==> src/hw/rtl/msort_pkg.sv <==
// msort_pkg: shared types and constants of the merge sorter
// command and status structs between msort_ctrl and msort_dp
// no dependencies
`default_nettype none

package msort_pkg;

  localparam int DATA_W = 32;

  typedef struct packed {
    logic load;
    logic start;
    logic merge;
    logic emit_mode;
    logic emit_ld;
  } cmd_t;

  typedef struct packed {
    logic n_small;
    logic pass_end;
    logic sort_end;
    logic out_free;
    logic emit_last;
  } stat_t;

endpackage

`default_nettype wire

==> src/hw/rtl/msort_ctrl.sv <==
// msort_ctrl: sequencing state machine of the merge sorter
// load, sort passes and emission; drives msort_dp through cmd_t
// depends on msort_pkg
`default_nettype none

module msort_ctrl (
  input  logic             clk,
  input  logic             rst,
  input  logic             in_valid,
  input  logic             in_last,
  output logic             in_ready,
  input  msort_pkg::stat_t stat,
  output msort_pkg::cmd_t  cmd
);
  import msort_pkg::*;

  localparam logic [2:0] S_LOAD    = 3'd0;
  localparam logic [2:0] S_START   = 3'd1;
  localparam logic [2:0] S_PRIME   = 3'd2;
  localparam logic [2:0] S_MERGE   = 3'd3;
  localparam logic [2:0] S_EMIT_RD = 3'd4;
  localparam logic [2:0] S_EMIT_LD = 3'd5;

  logic [2:0] state, state_next;

  always_comb begin
    state_next = state;
    cmd        = '0;
    in_ready   = 1'b0;
    case (state)
      S_LOAD: begin
        in_ready = 1'b1;
        cmd.load = in_valid;
        if (in_valid && in_last) begin
          state_next = S_START;
        end
      end
      S_START: begin
        cmd.start  = 1'b1;
        state_next = stat.n_small ? S_EMIT_RD : S_PRIME;
      end
      S_PRIME: begin
        state_next = S_MERGE;
      end
      S_MERGE: begin
        cmd.merge = 1'b1;
        if (stat.sort_end) begin
          state_next = S_EMIT_RD;
        end else if (stat.pass_end) begin
          state_next = S_PRIME;
        end
      end
      S_EMIT_RD: begin
        cmd.emit_mode = 1'b1;
        state_next    = S_EMIT_LD;
      end
      S_EMIT_LD: begin
        cmd.emit_mode = 1'b1;
        if (stat.out_free) begin
          cmd.emit_ld = 1'b1;
          state_next  = stat.emit_last ? S_LOAD : S_EMIT_RD;
        end
      end
      default: begin
        state_next = S_LOAD;
      end
    endcase
  end

  always_ff @(posedge clk) begin
    if (rst) begin
      state <= S_LOAD;
    end else begin
      state <= state_next;
    end
  end

endmodule

`default_nettype wire

==> config.mk <==
export PLATFORM = sky130hd
export DESIGN_NAME = msort_ctrl
export DESIGN_NICKNAME = d
export VERILOG_FILES = /design/src/hw/rtl/msort_pkg.sv /design/src/hw/rtl/msort_ctrl.sv
export SDC_FILE = /design/constraint.sdc
export NUM_CORES = 1
export LEC_CHECK = 0
export BUFFER_PORTS_ARGS = -buffer_cell sky130_fd_sc_hd__buf_2
export CORE_AREA = 2 2 39 41
export CTS_CLUSTER_SIZE = 10
export DETAILED_ROUTE_END_ITERATION = 8
export DIE_AREA = 0 0 41 43
export GPL_ROUTABILITY_DRIVEN = 0
export GPL_TIMING_DRIVEN = 0
export HOLD_SLACK_MARGIN = 0.02
export PLACE_DENSITY = 0.51
export SLEW_MARGIN = 20
export SYNTH_ARGS = -nofsm -noshare
export SYNTH_HDL_FRONTEND = slang
export SYNTH_SLANG_ARGS = --single-unit
==> constraint.sdc <==
create_clock -name clk -period 1.2 [get_ports clk]
set_input_delay 0.06 -clock clk [delete_from_list [all_inputs] [get_ports clk]]
set_output_delay 0.06 -clock clk [all_outputs]
set_load 0.1 [all_outputs]
==> results.toml <==
[critical_path]
r2r-start = "state[2]"
arrival_ns = 1.25
start_kind = "flip-flop"
worstSetupPathType = "reg2out"
cp.required_ns = 1.14
r2r_cells = 6
r2r_slack_ns = -0.06
end_kind = "primary output"
r2r-end = "state[2]"
critPathLaunch = "state[2]"
crit_fanout = 8
endpoint = "cmd[4]"

[grt]
antenna_found_initial = 0
globalRouteTotalUtil_pct = 11.3
grt_overflow = 0
grt_pass1_wl_mm = 1.33
grt_max_degree = 11
grt_pass1_vias = 325

[power]
p_leak_nw = 0.256
irDropWorstVdd_mv = 0.403
power_density_nw_per_um2 = 923

[die]
num_io_pins = 15
core_area_sq_um = 1380
fp-row-count = 14
die_h_um = 43
initial_core_util_pct = 20.4
fp.dieW_um = 41
dieArea_sq_um = 1760

[run_status]
violations = "setup timing"
status = "finished, violations left"

[routing]
vias_per_cell = 4.71
drt_iter0_drc = 7
drt_drc_violations_left = 0
wire_per_inst_um = 10.5
dr_total_vias = 358
drtAntennaViolNets = 0
firstDrtPassIters = 3
drt-total-wl_um = 799

[layout]
insertedDiodeCount = 0
finalNetCount = 70
multi_input_area_sq_um = 225
seq_area_sq_um = 63.8
fin_cells = 76
area_delta_synth_final_pct = 113
largest_reg_flops = 3
finalInstanceArea_sq_um = 603
regMostFlops = "state"
fillCellCount = 145
largestRegisters = "state (3)"
drive_gt1_share_pct = 71.7

[sta]
skew_ns = 0.00184
tightest_slew_ns = 0.203
finalCritPeriodShare_pct = 109
setup_viol = 6
slew_headroom_pct = 86.4
fin_ws_ns = -0.112
final_max_slew_viol_count = 0
fmax_ghz = 0.762
rsz0062_at_grt = "yes"
period_needed_ns = 1.31
setup-tns-final_ns = -0.412
finalHoldViolations = 0

[placement]
dp_slack_ns = -0.0826
port_buffers = 14
post_dp_cell_area_sq_um = 420
dp.cells = 65
dp_hpwl_um = 570

[yosys]
ys_types = 22
syn_nets = 44
syn_area_per_cell_sq_um = 8.08
mappedNetlistArea_sq_um = 283
synth_cells = 35
synth_seq_cells = 3
ys_warn_count = 0
yosysSeqAreaShare_pct = 21.2

[clocking]
root_buffer = "clkbuf_4"
cts_sinks = 3
clk_latency_ns = 0.23
cts_buffers = 3
hold_buffers = 0
cts_htree_levels = 1
cts_buffer_depth = 2
path_clk_slew_ns = 0.04
cts_tree = "yes"

[job]
cap_violations = 0

[hold_path]
min_path_type = "in2reg"
[kinds of logic (layout without fill, tap and decap cells)]
| logic type | Yosys count | after routing | share of synthesized area (%) |
|---|---|---|---|
| buffers and inverters | 6 | 31 | 15.9 |
| flip-flops | 3 | 3 | 21.2 |
| AO/OA/AOI/OAI | 12 | 12 | 35.0 |
| AND/OR/NAND/NOR | 14 | 14 | 27.9 |
[repair_timing]
item                       in CTS  in global routing
pin swaps                       0                  4
gates resized for setup        22                  8
setup endpoints to repair       6                  7
buffers inserted                2                  5
gates cloned                    0                  0
[stage by stage]
stage                     hold WS [ns]  total power, mW  utilization (%)
after floorplan                  0.129            0.278                -
after global placement           0.289            0.317             30.4
after detailed placement         0.285            0.317             30.4
after CTS                       0.0306            0.543             38.7
after global routing            0.0372            0.594             43.6
final                           0.0414            0.557             43.6
[final cells by class]
cell class                 instances  area share [%]
clock buffer                       4            4.36
sequential                         3            10.6
multi-input combinational         26            37.3
buffer                             3            7.05
inverter                           3            2.90
timing repair buffer              21            34.4
tap                               16            3.32
[where the power goes]
part	switching [mW]	internal (mW)
clock network	0.0530	0.125
registers	0.00419	0.106
logic	0.158	0.111
[Yosys cell counts]
master    instances  area share (%)
and3b_2           1             3.5
inv_2             1             1.3
o21ai_0           1             1.8
nand2_1           1             1.3
buf_6             3              12
a211oi_2          1             4.4
o31ai_2           1             4.4
a211o_1           1             3.1
and4bb_2          1             4.4
a311oi_2          1             5.3
nor2_1            4             5.3
nor4_1            1             2.2
nand3_1           2             3.5
inv_1             2             2.7
a21oi_1           3             5.3
a21oi_2           1             3.1
a31oi_1           1             2.2
nor3_1            3             5.3
a21o_1            1             2.7
dfxtp_1           3              21
o211ai_1          1             2.7
and2_1            1             2.2
[worst min path at each step]
stage          from        to  slack, ns  depth (start not counted)
5_1_grt         rst  state[0]       0.04                          2
4_1_cts         rst  state[0]       0.03                          2
3_3_place_gp    rst  state[1]       0.29                          2
2_1_floorplan   rst  state[0]       0.13                          1
6_report        rst  state[0]       0.04                          2
3_5_place_dp    rst  state[0]       0.29                          2
[layer usage]
metal / GRT usage, % / wire length (um) / up-vias
li1: - / - / 181
met3: 4.71 / 31 / 0
met4: 6.00 / 0 / 0
met5: 0 / 0 / -
met1: 14.4 / 327 / 167
met2: 15.6 / 440 / 10
[layout by cell type, fill, tap and decap left out, types with 2 or more instances in the layout]
cell type	count
clkbuf_4	3
buf_12	6
nor3_4	2
buf_4	6
nor2_1	3
buf_6	4
buf_2	8
a21oi_1	3
dfxtp_2	3
nand3_1	2
[critical path: stages (launching register included)]
cell and delay [ns]:
dfxtp_2 0.31, buf_6 0.13, nor3_4 0.23, and2_4 0.19, buf_12 0.16
Note: power is estimated with default switching activity, not from simulation.
